<file path="src/rtl/core/ts_audio_pes_demux_defines.svh">
// ----------------------------------------------------------------------------
// ts_audio_pes_demux_defines
// Assertion macros for the transport-stream audio demultiplexer.
// ----------------------------------------------------------------------------
`ifndef TS_AUDIO_PES_DEMUX_DEFINES_SVH
`define TS_AUDIO_PES_DEMUX_DEFINES_SVH
`ifndef SYNTH
`define TSA_ASSERT_IMP(label, clk, rst_n, ante, cons) \
    label: assert property (@(posedge clk) disable iff (!rst_n) (ante) |-> (cons)) \
        else $error("assertion failed");
`define TSA_ASSERT_NEXT(label, clk, rst_n, ante, cons) \
    label: assert property (@(posedge clk) disable iff (!rst_n) (ante) |=> (cons)) \
        else $error("assertion failed");
`else
`define TSA_ASSERT_IMP(label, clk, rst_n, ante, cons)
`define TSA_ASSERT_NEXT(label, clk, rst_n, ante, cons)
`endif
`endif

</file>
<file path="src/rtl/core/tsad_pkg.sv">
// ----------------------------------------------------------------------------
// tsad_pkg
// Types and constants shared by the audio demultiplexer modules.
// ----------------------------------------------------------------------------
package tsad_pkg;

    localparam logic [7:0] PKT_LEN   = 8'd188;
    localparam logic [7:0] SYNC_BYTE = 8'h47;

    typedef enum logic [1:0] {
        ROLE_NONE  = 2'd0,
        ROLE_PAT   = 2'd1,
        ROLE_PMT   = 2'd2,
        ROLE_AUDIO = 2'd3
    } t_role;

    // One result transaction as produced by the parser.
    typedef struct packed {
        logic        kind;
        logic [7:0]  audio_byte;
        logic [12:0] es_pid;
        logic        pes_start;
    } t_result;

    function automatic logic is_audio_type(input logic [7:0] t);
        return (t == 8'h0F) || (t == 8'h11) || (t == 8'h03) || (t == 8'h04);
    endfunction

    function automatic logic [9:0] sat10(input logic [13:0] v);
        return (v > 14'd1023) ? 10'd1023 : v[9:0];
    endfunction

endpackage

</file>
<file path="src/rtl/core/tsad_parser.sv">
// ----------------------------------------------------------------------------
// tsad_parser
// Byte parser: holds all stream state in registers and, while enabled,
// turns one byte a cycle into at most one result.
// ----------------------------------------------------------------------------
`include "ts_audio_pes_demux_defines.svh"
module tsad_parser
    import tsad_pkg::*;
(
    input  logic       i_clk,
    input  logic       i_rst_n,
    input  logic       i_en,
    input  logic [7:0] i_byte,
    input  logic       i_last,
    output logic       o_res_valid,
    output t_result    o_res
);

    logic [7:0]  r_byte_index, n_byte_index;
    logic        r_hunting, n_hunting;
    logic        r_halted, n_halted;
    logic [12:0] r_packet_pid, n_packet_pid;
    logic        r_unit_start, n_unit_start;
    logic [1:0]  r_adapt, n_adapt;
    logic [7:0]  r_hdr_len, n_hdr_len;
    logic [8:0]  r_sec_off, n_sec_off;
    logic [11:0] r_sec_len, n_sec_len;
    logic [11:0] r_pil, n_pil;
    logic [9:0]  r_next_off, n_next_off;
    logic [7:0]  r_entry_type, n_entry_type;
    logic [12:0] r_entry_pid, n_entry_pid;
    logic [12:0] r_table_pid, n_table_pid;
    logic        r_table_valid, n_table_valid;
    logic [12:0] r_es_pid, n_es_pid;
    logic        r_audio_found, n_audio_found;
    logic [8:0]  r_pes_end, n_pes_end;
    logic        r_prefix_ok, n_prefix_ok;
    t_role       r_role, n_role;

    // Working values for the current byte.
    logic        res_v;
    t_result     res;
    logic [7:0]  q;
    logic [7:0]  plen;
    logic [8:0]  tbl_pos;
    logic [9:0]  d;
    logic [8:0]  new_off;
    logic [8:0]  p1;
    t_role       role0;

    always_comb begin
        n_byte_index = r_byte_index; n_hunting = r_hunting; n_halted = r_halted;
        n_packet_pid = r_packet_pid; n_unit_start = r_unit_start; n_adapt = r_adapt;
        n_hdr_len = r_hdr_len; n_sec_off = r_sec_off; n_sec_len = r_sec_len;
        n_pil = r_pil; n_next_off = r_next_off; n_entry_type = r_entry_type;
        n_entry_pid = r_entry_pid; n_table_pid = r_table_pid;
        n_table_valid = r_table_valid; n_es_pid = r_es_pid;
        n_audio_found = r_audio_found; n_pes_end = r_pes_end;
        n_prefix_ok = r_prefix_ok; n_role = r_role;
        res_v = 1'b0;
        res = '{kind: 1'b0, audio_byte: i_byte, es_pid: r_es_pid, pes_start: 1'b0};
        q = r_byte_index - r_hdr_len;
        plen = PKT_LEN - r_hdr_len;
        tbl_pos = {1'b0, q} - r_sec_off;
        d = {1'b0, tbl_pos} - r_next_off;
        new_off = {1'b0, i_byte} + 9'd1;
        p1 = {1'b0, r_byte_index} + 9'd1;
        role0 = ROLE_NONE;
        if (i_en && !r_halted) begin
            if (r_hunting) begin
                if (i_byte == SYNC_BYTE) begin
                    n_hunting = 1'b0;
                    n_byte_index = 8'd1;
                end
            end else begin
                // Header fields and adaptation field.
                if (r_byte_index == 8'd1) begin
                    n_packet_pid = {i_byte[4:0], 8'd0};
                    n_unit_start = i_byte[6];
                end else if (r_byte_index == 8'd2) begin
                    n_packet_pid = {r_packet_pid[12:8], i_byte};
                end else if (r_byte_index == 8'd3) begin
                    n_adapt = i_byte[5:4];
                    n_hdr_len = 8'd4;
                    n_role = ROLE_NONE;
                end else if (r_byte_index >= 8'd4) begin
                    if (r_byte_index == 8'd4 && r_adapt[1]) begin
                        if (i_byte > PKT_LEN - 8'd5) n_halted = 1'b1;
                        else n_hdr_len = i_byte + 8'd5;
                    end else if (r_adapt[0] && r_byte_index >= r_hdr_len) begin
                        if (q == 8'd0) begin
                            // First payload byte picks the packet role.
                            if (r_packet_pid == 13'd0 && r_unit_start && !r_audio_found)
                                role0 = ROLE_PAT;
                            else if (r_table_valid && r_table_pid != 13'd0 &&
                                     r_packet_pid == r_table_pid && r_unit_start &&
                                     !r_audio_found)
                                role0 = ROLE_PMT;
                            else if (r_audio_found && r_es_pid != 13'd0 &&
                                     r_packet_pid == r_es_pid)
                                role0 = ROLE_AUDIO;
                            n_role = role0;
                            if (role0 == ROLE_PAT || role0 == ROLE_PMT) begin
                                n_sec_off = new_off;
                                if ({1'b0, new_off} + ((role0 == ROLE_PAT) ? 10'd8 : 10'd12)
                                    >= {2'b0, plen})
                                    n_role = ROLE_NONE;
                            end else if (role0 == ROLE_AUDIO) begin
                                if (r_unit_start) n_prefix_ok = (i_byte == 8'd0);
                                else res_v = 1'b1;
                            end
                        end else if (r_role == ROLE_AUDIO) begin
                            if (!r_unit_start) res_v = 1'b1;
                            else if (q == 8'd1) n_prefix_ok = r_prefix_ok & (i_byte == 8'd0);
                            else if (q == 8'd2) n_prefix_ok = r_prefix_ok & (i_byte == 8'd1);
                            else if (q == 8'd8) n_pes_end = {1'b0, i_byte} + 9'd9;
                            else if (q >= 8'd9 && r_prefix_ok && {1'b0, q} >= r_pes_end) begin
                                res_v = 1'b1;
                                res.pes_start = ({1'b0, q} == r_pes_end);
                            end
                        end else if ((r_role == ROLE_PAT || r_role == ROLE_PMT) &&
                                     {1'b0, q} >= r_sec_off) begin
                            // Section parsing for the PAT and the PMT.
                            if (tbl_pos == 9'd0) begin
                                if (i_byte != ((r_role == ROLE_PAT) ? 8'h00 : 8'h02))
                                    n_role = ROLE_NONE;
                            end else if (tbl_pos == 9'd1) begin
                                n_sec_len = {i_byte[3:0], 8'd0};
                            end else if (tbl_pos == 9'd2) begin
                                n_sec_len = {r_sec_len[11:8], i_byte};
                            end else if (r_role == ROLE_PAT) begin
                                if (tbl_pos == 9'd10) begin
                                    n_entry_pid = {i_byte[4:0], 8'd0};
                                end else if (tbl_pos == 9'd11) begin
                                    if (r_sec_len >= 12'd9) begin
                                        n_table_pid = r_entry_pid | {5'd0, i_byte};
                                        n_table_valid = 1'b1;
                                    end
                                    n_role = ROLE_NONE;
                                end
                            end else begin
                                if (tbl_pos == 9'd10) begin
                                    n_pil = {i_byte[3:0], 8'd0};
                                end else if (tbl_pos == 9'd11) begin
                                    n_pil = {r_pil[11:8], i_byte};
                                    n_next_off = sat10(14'd12 + {2'd0, r_pil[11:8], i_byte});
                                end else if (tbl_pos >= 9'd12 &&
                                             {1'b0, tbl_pos} >= r_next_off) begin
                                    if (d == 10'd0) begin
                                        if ({2'b0, r_next_off} + 12'd6 <= r_sec_len)
                                            n_entry_type = i_byte;
                                        else
                                            n_role = ROLE_NONE;
                                    end else if (d == 10'd1) begin
                                        n_entry_pid = {i_byte[4:0], 8'd0};
                                    end else if (d == 10'd2) begin
                                        n_entry_pid = r_entry_pid | {5'd0, i_byte};
                                    end else if (d == 10'd3) begin
                                        n_pil = {8'd0, i_byte[3:0]};
                                    end else if (d == 10'd4) begin
                                        if (is_audio_type(r_entry_type)) begin
                                            n_audio_found = 1'b1;
                                            n_es_pid = r_entry_pid;
                                            n_role = ROLE_NONE;
                                            res_v = 1'b1;
                                            res = '{kind: 1'b1, audio_byte: 8'd0,
                                                    es_pid: r_entry_pid, pes_start: 1'b0};
                                        end else begin
                                            n_next_off = sat10({4'd0, r_next_off} + 14'd5 +
                                                {2'd0, r_pil[3:0], i_byte});
                                        end
                                    end
                                end
                            end
                        end
                    end
                end
                // Packet byte counter.
                if (!(r_byte_index == 8'd4 && r_adapt[1] && i_byte > PKT_LEN - 8'd5)) begin
                    if (p1 >= {1'b0, PKT_LEN}) begin
                        n_hunting = 1'b1;
                        n_byte_index = 8'd0;
                    end else begin
                        n_byte_index = p1[7:0];
                    end
                end
            end
        end
        // End of chunk clears the per-chunk state.
        if (i_en && i_last) begin
            n_table_pid = 13'd0; n_table_valid = 1'b0; n_hunting = 1'b1;
            n_byte_index = 8'd0; n_halted = 1'b0; n_role = ROLE_NONE;
        end
    end

    assign o_res_valid = res_v;
    assign o_res       = res;

    always_ff @(posedge i_clk) begin
        if (!i_rst_n) begin
            r_byte_index <= '0; r_hunting <= 1'b1; r_halted <= 1'b0;
            r_packet_pid <= '0; r_unit_start <= 1'b0; r_adapt <= '0;
            r_hdr_len <= 8'd4; r_sec_off <= '0; r_sec_len <= '0; r_pil <= '0;
            r_next_off <= '0; r_entry_type <= '0; r_entry_pid <= '0;
            r_table_pid <= '0; r_table_valid <= 1'b0; r_es_pid <= '0;
            r_audio_found <= 1'b0; r_pes_end <= '0; r_prefix_ok <= 1'b0;
            r_role <= ROLE_NONE;
        end else begin
            r_byte_index <= n_byte_index; r_hunting <= n_hunting; r_halted <= n_halted;
            r_packet_pid <= n_packet_pid; r_unit_start <= n_unit_start; r_adapt <= n_adapt;
            r_hdr_len <= n_hdr_len; r_sec_off <= n_sec_off; r_sec_len <= n_sec_len;
            r_pil <= n_pil; r_next_off <= n_next_off; r_entry_type <= n_entry_type;
            r_entry_pid <= n_entry_pid; r_table_pid <= n_table_pid;
            r_table_valid <= n_table_valid; r_es_pid <= n_es_pid;
            r_audio_found <= n_audio_found; r_pes_end <= n_pes_end;
            r_prefix_ok <= n_prefix_ok; r_role <= n_role;
        end
    end

    // The packet counter never reaches the packet length.
    `TSA_ASSERT_IMP(a_idx_range, i_clk, i_rst_n, 1'b1, r_byte_index < PKT_LEN)
    // While hunting, the counter rests at zero.
    `TSA_ASSERT_IMP(a_hunt_idx, i_clk, i_rst_n, r_hunting, r_byte_index == 8'd0)
    // Once found, the audio PID stays found.
    `TSA_ASSERT_NEXT(a_found_sticky, i_clk, i_rst_n, r_audio_found, r_audio_found)
    // Nothing leaves while halted.
    `TSA_ASSERT_IMP(a_halt_quiet, i_clk, i_rst_n, r_halted, !res_v)

endmodule

</file>
<file path="src/rtl/core/tsad_out_buf.sv">
// ----------------------------------------------------------------------------
// tsad_out_buf
// Two-entry output buffer with a skid slot, so the parser keeps going while
// one result waits; input ready falls once both slots are full.
// ----------------------------------------------------------------------------
`include "ts_audio_pes_demux_defines.svh"
module tsad_out_buf
    import tsad_pkg::*;
(
    input  logic    i_clk,
    input  logic    i_rst_n,
    input  logic    i_valid,
    input  t_result i_data,
    output logic    o_ready,
    output logic    o_valid,
    output t_result o_data,
    input  logic    i_ready
);

    logic    r_v0, r_v1;
    t_result r_d0, r_d1;

    assign o_ready = !r_v1;
    assign o_valid = r_v0;
    assign o_data  = r_d0;

    // Head slot feeds the port; the skid slot holds overflow.
    always_ff @(posedge i_clk) begin
        if (!i_rst_n) begin
            r_v0 <= 1'b0;
            r_v1 <= 1'b0;
        end else begin
            if (!r_v0 || i_ready) begin
                if (r_v1) begin
                    r_v0 <= 1'b1; r_d0 <= r_d1;
                    r_v1 <= i_valid && o_ready; r_d1 <= i_data;
                end else begin
                    r_v0 <= i_valid; r_d0 <= i_data;
                end
            end else if (i_valid && o_ready) begin
                r_v1 <= 1'b1; r_d1 <= i_data;
            end
        end
    end

    `TSA_ASSERT_IMP(a_skid_order, i_clk, i_rst_n, r_v1, r_v0)
    `TSA_ASSERT_NEXT(a_hold, i_clk, i_rst_n, r_v0 && !i_ready, r_v0 && $stable(r_d0))
    `TSA_ASSERT_NEXT(a_no_drop, i_clk, i_rst_n, r_v1 && r_v0 && !i_ready, r_v1)

endmodule

</file>
<file path="src/rtl/core/ts_audio_pes_demux.sv">
// ----------------------------------------------------------------------------
// ts_audio_pes_demux
// Extracts the first AAC or MP3 audio stream from a transport stream.
// ----------------------------------------------------------------------------
// Input channel: one stream byte per transaction, with a flag on the last
// byte of a chunk. Output channel: at most one result per input byte, either
// a one-off notice of the detected audio PID or an audio payload byte.
// Each accepted byte is handled by the parser, whose state registers
// hold the sync hunt, packet counter, header fields and table progress; the
// result is captured into the head slot of the two-entry output buffer,
// or into the skid slot while the head waits. Throughput is one byte per
// cycle while input ready is high. When the receiver stalls, the buffer
// absorbs one more result and then input ready falls until the head is
// taken; nothing is dropped. Reset is synchronous and active low: it returns
// the parser to sync hunt and empties the output buffer, so ready is high.
// ----------------------------------------------------------------------------
module ts_audio_pes_demux
    import tsad_pkg::*;
(
    input  logic        i_clk,
    input  logic        i_rst_n,
    input  logic        i_valid,
    output logic        o_ready,
    input  logic [7:0]  i_data_byte,
    input  logic        i_last_of_chunk,
    output logic        o_valid,
    input  logic        i_ready,
    output logic        o_kind,
    output logic [7:0]  o_audio_byte,
    output logic [12:0] o_es_pid,
    output logic        o_pes_start
);

    logic    acc;
    logic    res_v;
    t_result res;
    t_result out_d;

    assign acc = i_valid && o_ready;

    tsad_parser u_parser (
        .i_clk, .i_rst_n, .i_en(acc), .i_byte(i_data_byte), .i_last(i_last_of_chunk),
        .o_res_valid(res_v), .o_res(res)
    );

    tsad_out_buf u_buf (
        .i_clk, .i_rst_n, .i_valid(res_v), .i_data(res), .o_ready(o_ready),
        .o_valid(o_valid), .o_data(out_d), .i_ready(i_ready)
    );

    assign o_kind       = out_d.kind;
    assign o_audio_byte = out_d.audio_byte;
    assign o_es_pid     = out_d.es_pid;
    assign o_pes_start  = out_d.pes_start;

endmodule

</file>
<file path="config.mk">
export PLATFORM = sky130hd
export DESIGN_NAME = ts_audio_pes_demux
export DESIGN_NICKNAME = d
export VERILOG_FILES = /design/src/rtl/core/tsad_pkg.sv /design/src/rtl/core/tsad_parser.sv /design/src/rtl/core/tsad_out_buf.sv /design/src/rtl/core/ts_audio_pes_demux.sv
export VERILOG_INCLUDE_DIRS = /design/src /design/src/rtl/core
export SDC_FILE = /design/constraint.sdc
export NUM_CORES = 1
export LEC_CHECK = 0
export ABC_AREA = 0
export BUFFER_PORTS_ARGS = -buffer_cell sky130_fd_sc_hd__buf_4
export CAP_MARGIN = 20
export CORE_ASPECT_RATIO = 0.8
export CORE_MARGIN = 3
export CORE_UTILIZATION = 50
export CTS_CLUSTER_SIZE = 30
export DETAILED_ROUTE_END_ITERATION = 7
export PLACE_DENSITY_LB_ADDON = 0.12
export SLEW_MARGIN = 20
export SYNTH_ARGS = -nofsm -noshare
export SYNTH_HDL_FRONTEND = slang
export SYNTH_SLANG_ARGS = --single-unit
export TNS_END_PERCENT = 5
</file>
<file path="constraint.sdc">
create_clock -name i_clk -period 6.45 [get_ports i_clk]
set_input_delay 0.3225 -clock i_clk [delete_from_list [all_inputs] [get_ports i_clk]]
set_output_delay 0.3225 -clock i_clk [all_outputs]
set_load 0.01 [all_outputs]
</file>
* After elaboration in Yosys (flattened, before gate mapping)
Index checks and enable logic that the tools add are counted.
Storage, ports and cells: bits of input ports 13, output and inout port bits 25, logic and storage cells 382, register bits after elaboration 182
Cells by class: multiplexer cells 159, magnitude comparators 14, bitwise gates (word level) 23, equality and inequality tests 63, add/sub/neg operators 13, reductions and logical operators 77
Operator list (count):
- $mux W23 | 27
- $mux W13 | 9
- $mux W10 | 10
- $mux W12 | 8
- $mux W8 | 10
- $mux W2 | 39
- $reduce_and A20 Y1 | 3
- $mux W1 | 54
- $reduce_and A13 Y1 | 3
- $eq A8 B2 Y1 const B | 4
- $gt A14 B10 Y1 const B | 2
- $ne A2 B1 Y1 const B | 14
- $eq A13 B13 Y1 | 2
- $reduce_bool A13 Y1 | 2
- $eq A8 B1 Y1 const B | 3
- $reduce_and A24 Y1 | 1
- $reduce_and A23 Y1 | 1
- $add A10 B3 Y11 const B | 2
- $mux W22 | 1
- $reduce_and A22 Y1 | 1
- $reduce_bool A2 Y1 | 11
- $reduce_and A21 Y1 | 1
- $eq A10 B2 Y1 const B | 2
- $not A1 Y1 | 20
- 64 further kinds | 119

* Logic depth before layout (Yosys ltp)
word-level depth 31, mapped depth 27

* Hierarchy
Synthesis repeated with hierarchy kept, for this count alone.
Unflattened totals: cells, all modules 1356, area total of the unflattened synthesis 12090.3 sq um
By module, submodules not included:
- tsad_parser | area an instance 10241.1 sq um, cells each 1271, times used 1
- tsad_out_buf | area an instance 1843.0 sq um, cells each 84, times used 1
- ts_audio_pes_demux | area an instance 6.3 sq um, cells each 1, times used 1

* Least setup slack after synthesis
OpenSTA, ideal clock, no wires.
path type register -> register, start point register u_parser.r_byte_index[0], end point register u_buf.r_d1[0] (netlist bit) (enable), cell stages (with the launch flop) 25, setup slack -406 ps, required time 6038 ps, clock period less this slack 6856 ps, arrival time 6444 ps, path buffers 2, cells stage by stage dfxtp_1 > inv_1 > ha_1 > inv_1 > fa_1 > a21o_1 > a22oi_1 > nor2b_1 > xnor2_1 > ha_1 > or3_1 > o32ai_1 > nor2_1 > ha_1 > clkbuf_1 > and3_1 > clkbuf_1 > and3_1 > a211o_1 > a21oi_1 > a211oi_1 > o2111a_1 > nor3_1 > or3_1 > o22ai_1
On the way: cells in the longest elaborated chain, start to end 30, elaborated cells between the ends (all ways) 65, those cells by class add/sub: 3; order compare: 7; eq/ne: 15; mux: 28; reduce/logical: 12
RTL lines:
- from (decl) | line tsad_parser.sv:19 | logic [7:0] r_byte_index, n_byte_index;
- from (signal assigned) | line tsad_parser.sv:209 | r_byte_index <= n_byte_index; r_hunting <= n_hunting; r_halted <= n_halted;
- $sub A8 B8 Y8 | line tsad_parser.sv:62 | q = r_byte_index - r_hdr_len;
- $sub A8 B9 Y9 | line tsad_parser.sv:64 | tbl_pos = {1'b0, q} - r_sec_off;
- $sub A9 B10 Y10 | line tsad_parser.sv:65 | d = {1'b0, tbl_pos} - r_next_off;
- $eq A10 B3 Y1 | line tsad_parser.sv:160 | end else if (d == 10'd4) begin
- $mux W1 | line tsad_parser.sv:160
- $mux W1 | line tsad_parser.sv:158 | end else if (d == 10'd3) begin
- $mux W1 | line tsad_parser.sv:156 | end else if (d == 10'd2) begin
- $mux W1 | line tsad_parser.sv:154 | end else if (d == 10'd1) begin
- [14 not listed]
- $mux W1 | line tsad_parser.sv:82 | end else if (r_byte_index == 8'd3) begin
- $mux W1 | line tsad_parser.sv:80 | end else if (r_byte_index == 8'd2) begin
- $mux W1 * | line tsad_parser.sv:77 | if (r_byte_index == 8'd1) begin
- $mux W1 * | line tsad_parser.sv:70 | if (r_hunting) begin
- $mux W1 * | line tsad_parser.sv:69 | if (i_en && !r_halted) begin
- $logic_and A1 B1 Y1 * | line tsad_out_buf.sv:40 | end else if (i_valid && o_ready) begin
- $reduce_bool A2 Y1 (no source line) *
- $reduce_and A3 Y1 (no source line) *
- to (signal assigned) | line tsad_out_buf.sv:36 | r_v1 <= i_valid && o_ready; r_d1 <= i_data;
- to (decl) | line tsad_out_buf.sv:21 | t_result r_d0, r_d1;
Every way passes the cells marked *; elsewhere a longest branch is shown, timed or not. A chain may end at the register's enable or synchronous reset.

==> results by group <==
Hold path
  • WHS Path Cells: 3
  • Min-delay worst type: input port to register
  • Hold Crit Start: i_last_of_chunk
  • Hold endpoint: u_parser.r_hunting$_SDFFE_PP1P_

STA
  • Final Skew: around 0.012 ns
  • Final hold violations: 0
  • Endpoints failing setup: 0
  • Period utilization: 0.936
  • Max-slew violations: 0
  • Tightest Pin Transition: approximately 1.1 ns
  • Slew HR: 0.260
  • Fmax: about 170 MHz
  • Crit path time final: 6.04 ns

Die
  • Die Area: about 26000 sq um
  • CORE AREA: 23500 sq um
  • Overall die height: about 140 microns
  • Die width: around 180 microns
  • Rows: 50
  • Initial Util: 0.511
  • # IOs: 38

Setup path
  • Critical path class: register to register
  • Critical path startpoint category: register
  • Reg2reg path depth: 22
  • Reg-to-Reg Start: u_parser.r_byte_index[0]$_SDFFE_PP0P_
  • R2r endpoint: u_buf.o_data[3]$_DFFE_PP_
  • Worst R2R Setup Slack: 0.41 ns
  • Data arrival, critical path: 6.23 ns
  • Critical Path Fanout Max: 26
  • Setup crit end kind: register
  • CP required: approximately 6.7 ns

GRT
  • Largest net degree at the start of global routing: 74
  • Vias in the first global route: around 9400
  • Initial antenna violation count: 0
  • Remaining global-route overflow: 0
  • First-pass GRT wire length: around 53000 microns
  • GRT Total Usage: 0.266

Power and ir drop
  • Internal power: around 0.0018 W
  • P_leak: between 5 and 6 nW
  • Comb power frac: 0.069
  • Clock group share of total power: 0.444
  • IR drop worst, VDD: about 0.00018 V
  • Power per cell area: roughly 180 nW/um^2
  • Sw Share: 0.263
  • Net switching power: between 0.0006 and 0.0007 W
  • Flop pwr share: 0.487

Drt
  • Wirelength, routed: 34200 microns
  • DRT iter0 DRCs: 1086
  • Vias: between 10000 and 15000
  • DR pass1 iterations: 6
  • DR DRC count: 0
  • Via density: just under 6
  • Per-cell routed wire length: around 20 microns
  • Antenna violation net count after detailed routing: 0

Clock tree
  • CTS tree: built
  • Clk Latency, worst-skew pair: roughly 0.45 ns
  • Worst-path clk slew: roughly 0.07 ns
  • CTS Root Buffer Type: clkbuf_16
  • CTS Buf Count: 17
  • Clk sinks: about 180
  • Clock Tree Buf Depth: 2
  • H-tree levels: 4

Logic synthesis
  • EDFF count, synth: between 40 and 50
  • Top FF cell, synth: dfxtp_1
  • Post-synthesis register bit count: between 150 and 200
  • Async set-reset flop share out of synthesis: 0
  • Syn avg cell area: approximately 8.7 sq um
  • Synth top area share: 0.227
  • Syn nets: roughly 1500
  • Synthesized cell area: 12000 sq um
  • Synth top cells by count: 148 x nor2_1, 136 x dfxtp_1, 110 x nand2_1
  • Count leader, synth: nor2_1
  • Leading area contributor after synthesis: dfxtp_1
  • Synth cell types: 86
  • Synth Warn #: 0
  • Largest cells by area after synthesis: dfxtp_1 23%, edfxtp_1 12%, ha_1 9.8%
  • Seq/Total Area, Yosys: 0.342
  • Post-Syn Instances: 1386

Placed design
  • DP Wirelength: between 20000 and 25000 microns
  • Port Buffers: 37
  • Placement Cell Area: 12600 sq um
  • RePlAce Congestion: approximately 0.94

Finish
  • Fin nets: between 1500 and 2000
  • Area grow syn2layout: 10.3%
  • Final Cell Area: around 13000 sq um
  • Ant diodes: 0
  • Share of layout cells above drive strength 1: 0.103
  • Final core occ: 0.564

Status
  • Status: finished clean

Run
  • MaxCap Viol Count: 0
[registers in the layout, summed over array words and instances, names as in the netlist, 9 cells and up]
signal                 count
u_buf.r_d1                23
u_parser.r_table_pid      13
u_buf.o_data              23
u_parser.r_next_off       10
u_parser.r_sec_off         9
u_parser.r_packet_pid     13
u_parser.r_sec_len        12
u_parser.r_es_pid         13
u_parser.r_entry_pid      13
u_parser.r_pes_end         9
[cell usage in the layout, fill, tap and decap left out, types with 10 or more instances in the layout]
cell       Yosys  final
nand3_1       44     44
clkbuf_16      0     17
o21ai_0       47     46
and2_1        24     24
a21oi_1       84     82
a22oi_1       11     10
and3_1        13     12
xor2_1        32     32
edfxtp_1      46     46
a31oi_1       13     13
nand3b_1      10     10
nand2_1      110    110
buf_4          1     57
inv_1         85     84
nand2b_1      19     19
dfxtp_1      136    136
nor2b_1       25     25
or3_1         11     11
nor2_1       148    147
nand4_1       12     12
nor4_1        24     24
a211oi_1      18     16
mux2_2        18     18
xnor2_1       57     56
mux2i_1       51     51
a21o_1        14     14
ha_1          94     93
nor3_1        44     44
[per-layer routing]
metal	track usage	routed length, microns	vias up
met4	0.0598	512	0
met3	0.0478	2170	34
li1	-	-	4989
met1	0.405	17200	4860
met2	0.392	14300	309
met5	0	0	-
[per-stage QoR]
step | worst slack [ns] | total power [W] | TNS [ns] | hold WS [ns] | std cells
5_1_grt | -0.0230 | 0.00249 | -0.377 | 0.189 | 1726
2_1_floorplan | 0.0619 | 0.00131 | 0 | 0.422 | 1386
3_5_place_dp | 0.0671 | 0.00137 | 0 | 0.448 | 1692
3_3_place_gp | 0.217 | 0.00137 | 0 | 0.440 | 1692
4_1_cts | 0.0476 | 0.00243 | 0 | 0.172 | 1724
6_report | 0.415 | 0.00242 | 0 | 0.189 | 1726
[worst max-delay path, stage by stage (launching register included)]
cell and delay, ns:
dfxtp_1 0.34, inv_1 0.15, ha_1 0.19, inv_1 0.06
fa_1 0.45, a21o_1 0.20, a22oi_2 0.22, nor2b_1 0.19
xnor2_1 0.19, ha_1 0.35, and2_1 0.19, a22o_1 0.27
a311oi_4 0.46, ha_1 0.37, or3_1 0.36, o21ai_0 0.09
a31oi_1 0.07, o311ai_2 0.14, o2111ai_2 0.28, nor4_4 0.31
buf_12 0.23, mux2_2 0.38, mux2_2 0.27
[power groups by stage]
| stage | Clock (W) | Combinational [W] | Sequential [W] |
|---|---|---|---|
| CTS | 0.00108 | 0.000166 | 0.00118 |
| detailed placement | 0 | 0.000165 | 0.00121 |
| global placement | 0 | 0.000164 | 0.00121 |
| global route | 0.00112 | 0.000182 | 0.00118 |
| floorplan | 0 | 0.0000980 | 0.00121 |
| finish | 0.00108 | 0.000168 | 0.00118 |
[repair_timing]
action / 4_1_cts / 5_1_grt
buffers inserted: 0 / 2
setup endpoints to repair: 0 / 107
gates resized for setup: 0 / 11
hold buffers: 0 / 0
[worst max-delay path by stage]
stage | from | slack, ns | end
after floorplan | u_parser.r_byte_index[0]$_SDFFE_PP0P_ | 0.06 | u_buf.r_d1[0]$_DFFE_PP_
after global placement | u_parser.r_byte_index[0]$_SDFFE_PP0P_ | 0.22 | u_buf.o_data[7]$_DFFE_PP_
after detailed placement | u_parser.r_byte_index[0]$_SDFFE_PP0P_ | 0.07 | u_buf.o_data[2]$_DFFE_PP_
after CTS | u_parser.r_byte_index[0]$_SDFFE_PP0P_ | 0.05 | u_buf.o_data[2]$_DFFE_PP_
after global routing | u_parser.r_byte_index[0]$_SDFFE_PP0P_ | -0.02 | u_buf.o_data[3]$_DFFE_PP_
final | u_parser.r_byte_index[0]$_SDFFE_PP0P_ | 0.41 | u_buf.o_data[3]$_DFFE_PP_
[logic make-up after synthesis]
family                     synth area share
buffers and inverters                0.0502
muxes                                0.0595
and+or+nand+nor                       0.218
DFF                                   0.342
xor gates and xnor gates             0.0650
adders and majority gates             0.105
AOI/OAI and AO/OA                     0.161
[final cells by class]
type	instances	area (sq um)
Clock buffer	19	433
Clock inverter	13	159
Fill cell	2140	10200
Inverter	87	327
Multi-Input combinational cell	1054	7340
Sequential cell	182	4100
Tap cell	312	390
Timing Repair Buffer	59	468
Note: power is estimated with default switching activity, not from simulation.
